**src/design/sha256_message_hasher_unit_defines.svh**
```systemverilog
// ----------------------------------------------------------------------------
// SHA-256 message hasher assertion macros
// Shared concurrent assertion shorthands, clocked on clk_i and held off while
// rst_ni is low.
// ----------------------------------------------------------------------------
`ifndef SHA256_MESSAGE_HASHER_UNIT_DEFINES_SVH
`define SHA256_MESSAGE_HASHER_UNIT_DEFINES_SVH

// The consequent must hold in the same cycle as the antecedent.
`define SHAMH_ASSERT_NOW(lbl, ante, cons, msg) \
  lbl: assert property (@(posedge clk_i) disable iff (!rst_ni) (ante) |-> (cons)) \
    else $error(msg);

// The consequent must hold in the cycle after the antecedent.
`define SHAMH_ASSERT_NEXT(lbl, ante, cons, msg) \
  lbl: assert property (@(posedge clk_i) disable iff (!rst_ni) (ante) |=> (cons)) \
    else $error(msg);

`endif

```
**src/design/shamh_pkg.sv**
```systemverilog
// ----------------------------------------------------------------------------
// SHA-256 message hasher package
// Round constants, initial hash values, sequencer states and the SHA-256
// bit functions shared by the hasher.
// ----------------------------------------------------------------------------
package shamh_pkg;

  localparam int unsigned WordW   = 32;
  localparam int unsigned Rounds  = 64;
  localparam int unsigned BlkWds  = 16;
  localparam int unsigned HashWds = 8;

  localparam logic [7:0] PAD_BYTE = 8'h80;

  localparam logic [31:0] ROUND_K [Rounds] = '{
    32'h428a2f98, 32'h71374491, 32'hb5c0fbcf, 32'he9b5dba5,
    32'h3956c25b, 32'h59f111f1, 32'h923f82a4, 32'hab1c5ed5,
    32'hd807aa98, 32'h12835b01, 32'h243185be, 32'h550c7dc3,
    32'h72be5d74, 32'h80deb1fe, 32'h9bdc06a7, 32'hc19bf174,
    32'he49b69c1, 32'hefbe4786, 32'h0fc19dc6, 32'h240ca1cc,
    32'h2de92c6f, 32'h4a7484aa, 32'h5cb0a9dc, 32'h76f988da,
    32'h983e5152, 32'ha831c66d, 32'hb00327c8, 32'hbf597fc7,
    32'hc6e00bf3, 32'hd5a79147, 32'h06ca6351, 32'h14292967,
    32'h27b70a85, 32'h2e1b2138, 32'h4d2c6dfc, 32'h53380d13,
    32'h650a7354, 32'h766a0abb, 32'h81c2c92e, 32'h92722c85,
    32'ha2bfe8a1, 32'ha81a664b, 32'hc24b8b70, 32'hc76c51a3,
    32'hd192e819, 32'hd6990624, 32'hf40e3585, 32'h106aa070,
    32'h19a4c116, 32'h1e376c08, 32'h2748774c, 32'h34b0bcb5,
    32'h391c0cb3, 32'h4ed8aa4a, 32'h5b9cca4f, 32'h682e6ff3,
    32'h748f82ee, 32'h78a5636f, 32'h84c87814, 32'h8cc70208,
    32'h90befffa, 32'ha4506ceb, 32'hbef9a3f7, 32'hc67178f2
  };

  localparam logic [31:0] HASH_IV [HashWds] = '{
    32'h6a09e667, 32'hbb67ae85, 32'h3c6ef372, 32'ha54ff53a,
    32'h510e527f, 32'h9b05688c, 32'h1f83d9ab, 32'h5be0cd19
  };

  typedef enum logic [2:0] {
    ST_IDLE,
    ST_PAD,
    ST_LOAD,
    ST_ROUND,
    ST_ADD,
    ST_OUT_RD,
    ST_OUT_LD,
    ST_OUT_WT
  } state_e;

  function automatic logic [31:0] ror32(input logic [31:0] x, input int unsigned n);
    ror32 = (x >> n) | (x << (32 - n));
  endfunction

  function automatic logic [31:0] big_sig0(input logic [31:0] x);
    big_sig0 = ror32(x, 2) ^ ror32(x, 13) ^ ror32(x, 22);
  endfunction

  function automatic logic [31:0] big_sig1(input logic [31:0] x);
    big_sig1 = ror32(x, 6) ^ ror32(x, 11) ^ ror32(x, 25);
  endfunction

  function automatic logic [31:0] sml_sig0(input logic [31:0] x);
    sml_sig0 = ror32(x, 7) ^ ror32(x, 18) ^ (x >> 3);
  endfunction

  function automatic logic [31:0] sml_sig1(input logic [31:0] x);
    sml_sig1 = ror32(x, 17) ^ ror32(x, 19) ^ (x >> 10);
  endfunction

  function automatic logic [31:0] choose(input logic [31:0] e, input logic [31:0] f,
                                         input logic [31:0] g);
    choose = (e & f) ^ (~e & g);
  endfunction

  function automatic logic [31:0] majority(input logic [31:0] a, input logic [31:0] b,
                                           input logic [31:0] c);
    majority = (a & b) ^ (a & c) ^ (b & c);
  endfunction

endpackage

```
**src/design/shamh_if.sv**
```systemverilog
// ----------------------------------------------------------------------------
// SHA-256 message hasher channels
// Valid/ready stream interfaces for the message byte input and the digest
// word output.
// ----------------------------------------------------------------------------
interface shamh_in_if;
  logic       valid;
  logic       ready;
  logic [7:0] msg_byte;
  logic       byte_valid;
  logic       end_of_message;

  modport source (output valid, msg_byte, byte_valid, end_of_message, input ready);
  modport sink   (input valid, msg_byte, byte_valid, end_of_message, output ready);
endinterface

interface shamh_out_if;
  logic        valid;
  logic        ready;
  logic [31:0] digest_word;
  logic [2:0]  word_index;
  logic        last_word;

  modport source (output valid, digest_word, word_index, last_word, input ready);
  modport sink   (input valid, digest_word, word_index, last_word, output ready);
endinterface

```
**src/design/sha256_message_hasher_unit.sv**
```systemverilog
// ----------------------------------------------------------------------------
// SHA-256 message hasher
// Hashes a byte stream with SHA-256 and returns the eight digest words at the
// end of each message. Block words and chaining words live in two memories.
// ----------------------------------------------------------------------------
//  Channel    Dir  Payload                                  Transaction
//  msg_i      in   msg_byte, byte_valid, end_of_message     one byte or empty
//  digest_o   out  digest_word, word_index, last_word       one digest word
//
// A byte that neither completes a block nor ends the message leaves msg_i ready.
// A full block takes three phases: load the working variables from the chain
// memory, 64 rounds at one per cycle, and add back into the chain memory.
// End of message adds a padding pass over up to 16 block words, one or two
// compressions, and per digest word a read, a load and a wait on digest_o ready.
// Reset returns the chaining words to the initial values at once through
// per-entry valid bits; no clearing pass is needed.
// ----------------------------------------------------------------------------
`include "sha256_message_hasher_unit_defines.svh"

module sha256_message_hasher_unit
  import shamh_pkg::*;
(
  input  logic        clk_i,
  input  logic        rst_ni,
  shamh_in_if.sink    msg_i,
  shamh_out_if.source digest_o
);

  // Sequencer and datapath registers.
  state_e      state_q, state_d;
  logic [5:0]  cnt_q, cnt_d;
  logic [5:0]  fill_q, fill_d;
  logic [63:0] bitlen_q, bitlen_d;
  logic        eom_q, eom_d;
  logic        padded_q, padded_d;
  logic        pass2_q, pass2_d;
  logic        first_q, first_d;
  logic        long_q, long_d;
  logic [3:0]  pidx_q, pidx_d;
  logic [7:0]  ch_valid_q, ch_valid_d;
  logic        out_valid_q, out_valid_d;

  logic [31:0] acc_q, acc_d;
  logic [31:0] w_q, w_d;
  logic [31:0] dw_q, dw_d;
  logic [31:0] v_q [8];
  logic [31:0] v_d [8];
  logic [31:0] sched_q [16];
  logic [31:0] sched_d [16];

  // Block word memory.
  logic [31:0] blk_mem [BlkWds];
  logic        blk_we;
  logic [3:0]  blk_waddr;
  logic [31:0] blk_wdata;
  logic [3:0]  blk_raddr;
  logic [31:0] blk_rdata_q;

  // Chaining word memory.
  logic [31:0] ch_mem [HashWds];
  logic        ch_we;
  logic [2:0]  ch_waddr;
  logic [31:0] ch_wdata;
  logic [2:0]  ch_raddr;
  logic [2:0]  ch_raddr_q;
  logic [31:0] ch_rdata_q;
  logic        ch_rvalid_q;
  logic [31:0] ch_rd;

  logic        in_acc;
  logic [4:0]  byte_sh;
  logic [31:0] acc_m;
  logic [5:0]  fill_nx;
  logic [31:0] pad_word;
  logic        len_here;
  logic [31:0] t1;
  logic [31:0] t2;
  logic        out_done;

  always_ff @(posedge clk_i) begin
    if (blk_we) begin
      blk_mem[blk_waddr] <= blk_wdata;
    end
    blk_rdata_q <= blk_mem[blk_raddr];
  end

  always_ff @(posedge clk_i) begin
    if (ch_we) begin
      ch_mem[ch_waddr] <= ch_wdata;
    end
    ch_rdata_q  <= ch_mem[ch_raddr];
    ch_rvalid_q <= ch_valid_q[ch_raddr];
    ch_raddr_q  <= ch_raddr;
  end

  // A chaining entry that has not been written since the last digest reads as
  // its initial hash value.
  assign ch_rd = ch_rvalid_q ? ch_rdata_q : HASH_IV[ch_raddr_q];

  assign msg_i.ready          = (state_q == ST_IDLE);
  assign in_acc               = msg_i.valid && msg_i.ready;
  assign digest_o.valid       = out_valid_q;
  assign digest_o.digest_word = dw_q;
  assign digest_o.word_index  = cnt_q[2:0];
  assign digest_o.last_word   = (cnt_q[2:0] == 3'd7);
  assign out_done             = out_valid_q && digest_o.ready;

  // Message bytes are packed big-endian into the word being assembled.
  always_comb begin
    byte_sh = {~fill_q[1:0], 3'b000};
    acc_m   = acc_q;
    acc_m[byte_sh +: 8] = msg_i.msg_byte;
  end

  // Padding word: held bytes, then the 0x80 marker, then zeros; the length
  // occupies the last two words of the final block.
  always_comb begin
    len_here = pass2_q || !long_q;
    pad_word = '0;
    if (first_q) begin
      for (int b = 0; b < 4; b++) begin
        if (2'(b) < fill_q[1:0]) begin
          pad_word[31 - 8 * b -: 8] = acc_q[31 - 8 * b -: 8];
        end else if (2'(b) == fill_q[1:0]) begin
          pad_word[31 - 8 * b -: 8] = PAD_BYTE;
        end
      end
    end else if (len_here && (pidx_q == 4'd14)) begin
      pad_word = bitlen_q[63:32];
    end else if (len_here && (pidx_q == 4'd15)) begin
      pad_word = bitlen_q[31:0];
    end
  end

  assign t1 = v_q[7] + big_sig1(v_q[4]) + choose(v_q[4], v_q[5], v_q[6])
            + ROUND_K[cnt_q] + w_q;
  assign t2 = big_sig0(v_q[0]) + majority(v_q[0], v_q[1], v_q[2]);

  always_comb begin
    state_d     = state_q;
    cnt_d       = cnt_q;
    fill_d      = fill_q;
    bitlen_d    = bitlen_q;
    eom_d       = eom_q;
    padded_d    = padded_q;
    pass2_d     = pass2_q;
    first_d     = first_q;
    long_d      = long_q;
    pidx_d      = pidx_q;
    ch_valid_d  = ch_valid_q;
    out_valid_d = out_valid_q;
    acc_d       = acc_q;
    w_d         = w_q;
    dw_d        = dw_q;
    v_d         = v_q;
    sched_d     = sched_q;
    blk_we      = 1'b0;
    blk_waddr   = fill_q[5:2];
    blk_wdata   = acc_m;
    blk_raddr   = 4'd0;
    ch_we       = 1'b0;
    ch_waddr    = 3'(cnt_q - 6'd1);
    ch_wdata    = ch_rd + v_q[0];
    ch_raddr    = cnt_q[2:0];
    fill_nx     = fill_q;

    case (state_q)
      ST_IDLE: begin
        if (in_acc) begin
          if (msg_i.byte_valid) begin
            acc_d    = acc_m;
            bitlen_d = bitlen_q + 64'd8;
            fill_nx  = fill_q + 6'd1;
            blk_we   = (fill_q[1:0] == 2'd3);
          end
          fill_d   = fill_nx;
          eom_d    = msg_i.end_of_message;
          padded_d = 1'b0;
          pass2_d  = 1'b0;
          if (msg_i.byte_valid && (fill_q == 6'd63)) begin
            state_d = ST_LOAD;
            cnt_d   = '0;
          end else if (msg_i.end_of_message) begin
            state_d  = ST_PAD;
            pidx_d   = fill_nx[5:2];
            first_d  = 1'b1;
            padded_d = 1'b1;
            long_d   = (fill_nx[5:3] == 3'd7);
          end
        end
      end

      ST_PAD: begin
        blk_we    = 1'b1;
        blk_waddr = pidx_q;
        blk_wdata = pad_word;
        first_d   = 1'b0;
        pidx_d    = pidx_q + 4'd1;
        if (pidx_q == 4'd15) begin
          state_d = ST_LOAD;
          cnt_d   = '0;
        end
      end

      ST_LOAD: begin
        // Chain words stream in one per cycle; the first two block words are
        // fetched at the end so that round 0 starts with its word in place.
        cnt_d = cnt_q + 6'd1;
        if (cnt_q != 6'd0) begin
          for (int i = 0; i < 7; i++) begin
            v_d[i] = v_q[i + 1];
          end
          v_d[7] = ch_rd;
        end
        if (cnt_q == 6'd8) begin
          blk_raddr = 4'd1;
          w_d       = blk_rdata_q;
          state_d   = ST_ROUND;
          cnt_d     = '0;
        end
      end

      ST_ROUND: begin
        cnt_d     = cnt_q + 6'd1;
        blk_raddr = 4'(cnt_q + 6'd2);
        v_d[7] = v_q[6];
        v_d[6] = v_q[5];
        v_d[5] = v_q[4];
        v_d[4] = v_q[3] + t1;
        v_d[3] = v_q[2];
        v_d[2] = v_q[1];
        v_d[1] = v_q[0];
        v_d[0] = t1 + t2;
        for (int i = 0; i < 15; i++) begin
          sched_d[i] = sched_q[i + 1];
        end
        sched_d[15] = w_q;
        // Word for the next round: from the block memory for the first
        // sixteen, then from the rolling schedule window.
        if (cnt_q < 6'd15) begin
          w_d = blk_rdata_q;
        end else begin
          w_d = sml_sig1(sched_q[15]) + sched_q[10] + sml_sig0(sched_q[2]) + sched_q[1];
        end
        if (cnt_q == 6'd63) begin
          state_d = ST_ADD;
          cnt_d   = '0;
        end
      end

      ST_ADD: begin
        cnt_d = cnt_q + 6'd1;
        if (cnt_q != 6'd0) begin
          ch_we = 1'b1;
          ch_valid_d[ch_waddr] = 1'b1;
          for (int i = 0; i < 7; i++) begin
            v_d[i] = v_q[i + 1];
          end
        end
        if (cnt_q == 6'd8) begin
          cnt_d = '0;
          if (!eom_q) begin
            state_d = ST_IDLE;
          end else if (!padded_q) begin
            state_d  = ST_PAD;
            pidx_d   = fill_q[5:2];
            first_d  = 1'b1;
            padded_d = 1'b1;
            long_d   = (fill_q[5:3] == 3'd7);
          end else if (long_q && !pass2_q) begin
            state_d = ST_PAD;
            pass2_d = 1'b1;
            pidx_d  = '0;
            first_d = 1'b0;
          end else begin
            state_d = ST_OUT_RD;
          end
        end
      end

      ST_OUT_RD: begin
        state_d = ST_OUT_LD;
      end

      ST_OUT_LD: begin
        dw_d        = ch_rd;
        out_valid_d = 1'b1;
        state_d     = ST_OUT_WT;
      end

      ST_OUT_WT: begin
        if (out_done) begin
          out_valid_d = 1'b0;
          if (cnt_q[2:0] == 3'd7) begin
            // Message finished: back to the initial hash state.
            state_d    = ST_IDLE;
            cnt_d      = '0;
            ch_valid_d = '0;
            fill_d     = '0;
            bitlen_d   = '0;
            eom_d      = 1'b0;
            padded_d   = 1'b0;
            pass2_d    = 1'b0;
            long_d     = 1'b0;
          end else begin
            state_d = ST_OUT_RD;
            cnt_d   = cnt_q + 6'd1;
          end
        end
      end

      default: begin
        state_d = ST_IDLE;
      end
    endcase
  end

  always_ff @(posedge clk_i or negedge rst_ni) begin
    if (!rst_ni) begin
      state_q     <= ST_IDLE;
      cnt_q       <= '0;
      fill_q      <= '0;
      bitlen_q    <= '0;
      eom_q       <= 1'b0;
      padded_q    <= 1'b0;
      pass2_q     <= 1'b0;
      first_q     <= 1'b0;
      long_q      <= 1'b0;
      pidx_q      <= '0;
      ch_valid_q  <= '0;
      out_valid_q <= 1'b0;
    end else begin
      state_q     <= state_d;
      cnt_q       <= cnt_d;
      fill_q      <= fill_d;
      bitlen_q    <= bitlen_d;
      eom_q       <= eom_d;
      padded_q    <= padded_d;
      pass2_q     <= pass2_d;
      first_q     <= first_d;
      long_q      <= long_d;
      pidx_q      <= pidx_d;
      ch_valid_q  <= ch_valid_d;
      out_valid_q <= out_valid_d;
    end
  end

  always_ff @(posedge clk_i) begin
    acc_q   <= acc_d;
    w_q     <= w_d;
    dw_q    <= dw_d;
    v_q     <= v_d;
    sched_q <= sched_d;
  end

  `SHAMH_ASSERT_NOW(a_blk_wr_phase, blk_we, (state_q == ST_IDLE) || (state_q == ST_PAD), "block memory written during compression")
  `SHAMH_ASSERT_NOW(a_ch_rmw_apart, ch_we, ch_waddr != ch_raddr, "chain write and read hit the same entry")
  `SHAMH_ASSERT_NOW(a_out_in_wait, out_valid_q, (state_q == ST_OUT_WT) && !msg_i.ready, "digest word shown outside the output wait")
  `SHAMH_ASSERT_NEXT(a_reset_after_digest, out_done && (cnt_q[2:0] == 3'd7), (fill_q == 6'd0) && (bitlen_q == 64'd0) && (ch_valid_q == 8'd0), "hash state not restored after the last digest word")

endmodule
```
**src/flat_wrapper.sv**
```systemverilog
// flat-port wrapper written by rule: the top's interface ports become plain ports
module sha256_message_hasher_unit_flat import shamh_pkg::*;
  (clk_i, rst_ni, msg_i_valid, msg_i_msg_byte, msg_i_byte_valid, msg_i_end_of_message, msg_i_ready, digest_o_valid, digest_o_digest_word, digest_o_word_index, digest_o_last_word, digest_o_ready);
  shamh_in_if msg_i_i ();
  shamh_out_if digest_o_i ();
  input  logic clk_i;
  input  logic rst_ni;
  input wire logic [$bits(msg_i_i.valid)-1:0] msg_i_valid;
  input wire logic [$bits(msg_i_i.msg_byte)-1:0] msg_i_msg_byte;
  input wire logic [$bits(msg_i_i.byte_valid)-1:0] msg_i_byte_valid;
  input wire logic [$bits(msg_i_i.end_of_message)-1:0] msg_i_end_of_message;
  output wire logic [$bits(msg_i_i.ready)-1:0] msg_i_ready;
  output wire logic [$bits(digest_o_i.valid)-1:0] digest_o_valid;
  output wire logic [$bits(digest_o_i.digest_word)-1:0] digest_o_digest_word;
  output wire logic [$bits(digest_o_i.word_index)-1:0] digest_o_word_index;
  output wire logic [$bits(digest_o_i.last_word)-1:0] digest_o_last_word;
  input wire logic [$bits(digest_o_i.ready)-1:0] digest_o_ready;
  assign msg_i_i.valid = msg_i_valid;
  assign msg_i_i.msg_byte = msg_i_msg_byte;
  assign msg_i_i.byte_valid = msg_i_byte_valid;
  assign msg_i_i.end_of_message = msg_i_end_of_message;
  assign msg_i_ready = msg_i_i.ready;
  assign digest_o_valid = digest_o_i.valid;
  assign digest_o_digest_word = digest_o_i.digest_word;
  assign digest_o_word_index = digest_o_i.word_index;
  assign digest_o_last_word = digest_o_i.last_word;
  assign digest_o_i.ready = digest_o_ready;
  sha256_message_hasher_unit u_core (.clk_i(clk_i), .rst_ni(rst_ni), .msg_i(msg_i_i), .digest_o(digest_o_i));
endmodule
```
**config.mk**
```make
export PLATFORM = sky130hd
export DESIGN_NAME = sha256_message_hasher_unit_flat
export DESIGN_NICKNAME = d
export VERILOG_FILES = /design/src/design/shamh_pkg.sv /design/src/design/shamh_if.sv /design/src/design/sha256_message_hasher_unit.sv /design/src/flat_wrapper.sv
export VERILOG_INCLUDE_DIRS = /design/src /design/src/design
export SDC_FILE = /design/constraint.sdc
export NUM_CORES = 2
export LEC_CHECK = 0
export ABC_AREA = 1
export BUFFER_PORTS_ARGS = -buffer_cell sky130_fd_sc_hd__buf_2
export CORE_AREA = 2 2 545 547
export CTS_CLUSTER_SIZE = 16
export DETAILED_ROUTE_END_ITERATION = 8
export DIE_AREA = 0 0 547 549
export PLACE_DENSITY = 0.55
export REMOVE_ABC_BUFFERS = 1
export SYNTH_ARGS = -nofsm -noshare
export SYNTH_HDL_FRONTEND = slang
export SYNTH_SLANG_ARGS = --single-unit
```
**constraint.sdc**
```tcl
create_clock -name clk_i -period 26.9 [get_ports clk_i]
set_input_delay 5.38 -clock clk_i [delete_from_list [all_inputs] [get_ports clk_i]]
set_output_delay 5.38 -clock clk_i [all_outputs]
set_load 0.05 [all_outputs]
```
==> key figures <==
Clock network
  – TritonCTS clock tree: yes
  – Worst-path clk slew: about 0.060 ns
  – Post-cts hold buffer count: 0
  – CTS sink count: 1762
  – # resized after CTS: 0
  – TritonCTS buffer count: 197
  – Worst skew pair latency: 0.88 ns
  – Clk root buf: clkbuf_16
  – H-tree lvl count: 4
  – Max Buffers Root-to-Sink: 4
  – Postcts setup bufs: 0

Drt
  – Via density: between 5 and 6
  – ANT nets after route: 0
  – Post-DR wirelength/cell: 23.7 µm
  – Final wirelength: 294 mm
  – DRT iter0 DRCs: 6230
  – Residual DRC count: 0
  – Total number of vias: 62500
  – TritonRoute pass-1 iters: 6

Layout
  – Most frequent cells in the layout: 1600 x edfxtp_1, 1440 x nand2_1, 1177 x inv_1
  – Most common cell after layout, fill and taps aside: edfxtp_1
  – FILL cells: 29700
  – Register area: 0.0518 mm²
  – NumNets Final: 8723
  – Area delta synth->final: 12.8%
  – Layout cells sized above 1: 0.0641
  – Multi-input combinational cell area: 0.0305 mm²

STA
  – Post-route setup TNS: 0 ns
  – Finish-stage setup viols: 0
  – F_max: roughly 100 MHz
  – Relative slew slack: 0.101
  – Least-Margin Pin Slew: 1.35 ns
  – Clock period minus worst slack: 9.56 ns
  – Period utilization: 0.355
  – Hold Fails Final Rpt: 0
  – Slew Viols, Final: 0
  – Unrepaired setup endpoints after global routing: no
  – Layout Skew: 0.0855 ns

Global routing
  – Global route total overflow: 0
  – Initial antenna violation count: 12
  – Vias in the first global route: around 61000
  – Tot GR Track Use: 0.191
  – Largest net degree at the start of global routing: 186
  – First-pass GRT wire length: approximately 430 mm

Placement
  – Post-DP HPWL: between 200 and 250 mm
  – PortBufs: 51
  – GP Congestion: 0.976

Setup path
  – Critical Path End Type: flop
  – Top Family by Delay on Critical Path: adder cells
  – Max stage delay on crit path: 0.76 ns
  – CP required: 27.50 ns
  – Most common cell on crit path: nand2_1
  – Worst path buffer plus inverter count: 6
  – Crit Path Class: reg -> reg
  – Worst setup SP type: flop
  – Worst Path Arrival: 10.16 ns
  – Critical path fanouts, max: 39
  – Slowest CP cell: dfrtp_2

Yosys
  – Post-synthesis register bit count: roughly 1800
  – Sequential element share of the synthesized area: 0.589
  – Synth warn: 0
  – Synth unique cells: 60
  – Avg Cell Area, Syn: about 11 µm²
  – Synth area leader: edfxtp_1
  – Post-synthesis simple-gate area fraction: 0.129
  – Largest family of logic cells by synthesized area: simple AND/OR/NAND/NOR gates
  – Mux contribution to synthesized area: 0.000456
  – Post-synth EDFFs: 1600
  – Post-Synth XOR/XNOR Area: 0.0356
  – Post-Syn Instances: about 8300
  – Post-synthesis adder-cell area fraction: 0.0709
  – Mapped Area: 0.0879 mm²
  – Async SR Flop Fraction: 0.0533
  – Most common flop cell mapped by yosys: edfxtp_1
  – Top post-synthesis cells by area: edfxtp_1 55%, nand2_1 6.2%, inv_1 5.0%
  – Synth top area share: 0.547
  – Synth Area in Compound Gates: 0.107

Floorplan
  – Chip Width: 547 µm
  – Starting Density: 0.298
  – Die ar.: 0.300 mm²
  – Row count: 200
  – Die H: 549 µm
  – IO Pins: 52
  – Core Region: 0.295 mm²

Worst hold path
  – Worst min path class: reg -> reg

Flow run
  – Max_cap viols: 0

Status
  – Outcome: finished, final reports clean
## kinds of logic after synthesis
group | after synthesis
muxes | 4
AOI/OAI and AO/OA | 1544
xor gates and xnor gates | 357
and+or+nand+nor | 2718
adders and majority gates | 387
DFF | 1762
buffers and inverters | 1541
## sequential cells by signal (all words and copies together), names as in the netlist, 3 cells and up
signal	count
u_core.ch_mem	256
u_core.blk_mem	512
u_core.sched_q	480
u_core.blk_rdata_q	32
u_core.cnt_q	6
u_core.acc_q	32
u_core.ch_rdata_q	32
u_core.fill_q	6
u_core.ch_valid_q	8
u_core.state_q	3
u_core.bitlen_q	61
u_core.v_q	256
u_core.w_q	32
u_core.digest_o.digest_word	32
u_core.ch_raddr_q	3
u_core.pidx_q	4
## worst register-to-register path, delay by kind of cell (launching register included)
family	cells	cell delay (ns)
compound gates	9	2.08
fa+ha+maj	7	2.95
simple gates	10	1.62
xor+xnor	1	0.53
buf+inv	6	1.43
flops	1	0.76
## cell usage after synthesis (all sizes together) (188+ instances only)
| master | n |
|---|---|
| ha | 191 |
| clkbuf | 236 |
| inv | 1185 |
| o211ai | 281 |
| xor2 | 217 |
| nor2 | 550 |
| nand2 | 1448 |
| nand3 | 479 |
| fa | 188 |
| edfxtp | 1600 |
| o21ai | 644 |
| a21oi | 250 |
## path summary, 6_finish.rpt
| kind | from | to | slack [ns] | cells past startpoint |
|---|---|---|---|---|
| min in group asynchronous | rst_ni | u_core.bitlen_q[31] | 4.46 | 1 |
| max reg2reg | u_core.cnt_q[3] | u_core.v_q[252] | 17.34 | 33 |
| max | u_core.cnt_q[3] | u_core.v_q[252] | 17.34 | 33 |
| min reg2reg | u_core.sched_q[53] | u_core.sched_q[85] | 0.38 | 0 |
| min | u_core.sched_q[53] | u_core.sched_q[85] | 0.38 | 0 |
| max in group asynchronous | rst_ni | u_core.state_q[0] | 21.06 | 2 |
## per-stage QoR
| stage | instance area (µm²) | std cells | worst slack [ns] | hold WS, ns | util |
|---|---|---|---|---|---|
| floorplan | 86400 | 7964 | -32.88 | 0.400 | - |
| global placement | 92800 | 12100 | 17.28 | 0.401 | 0.315 |
| detailed placement | 92800 | 12100 | 17.43 | 0.405 | 0.315 |
| CTS | 99100 | 12400 | 17.43 | 0.371 | 0.336 |
| global route | 99200 | 12400 | 16.81 | 0.365 | 0.336 |
| finish | 99200 | 12400 | 17.34 | 0.377 | 0.336 |
## per-layer routing
layer,part of all wire,global-route usage,vias to the layer above
li1,-,-,28700
met1,0.44,0.265,31200
met2,0.46,0.310,2143
met3,0.061,0.0242,435
met4,0.031,0.0560,6
met5,0.00014,0,-
## final cells by class
type / instances / share of cell area
repair buffers: 167 / 0.0118
well taps: 3939 / 0.0497
clock buffers: 251 / 0.0529
clock inverters: 103 / 0.0110
diodes: 3 / 0.0000757
flip-flops and latches: 1762 / 0.522
multi-input cells: 5010 / 0.307
inverters: 1192 / 0.0453
Power is left out: the tool's default activity adds up to more than one toggle a clock period on the data nets, which glitch-free logic cannot reach.
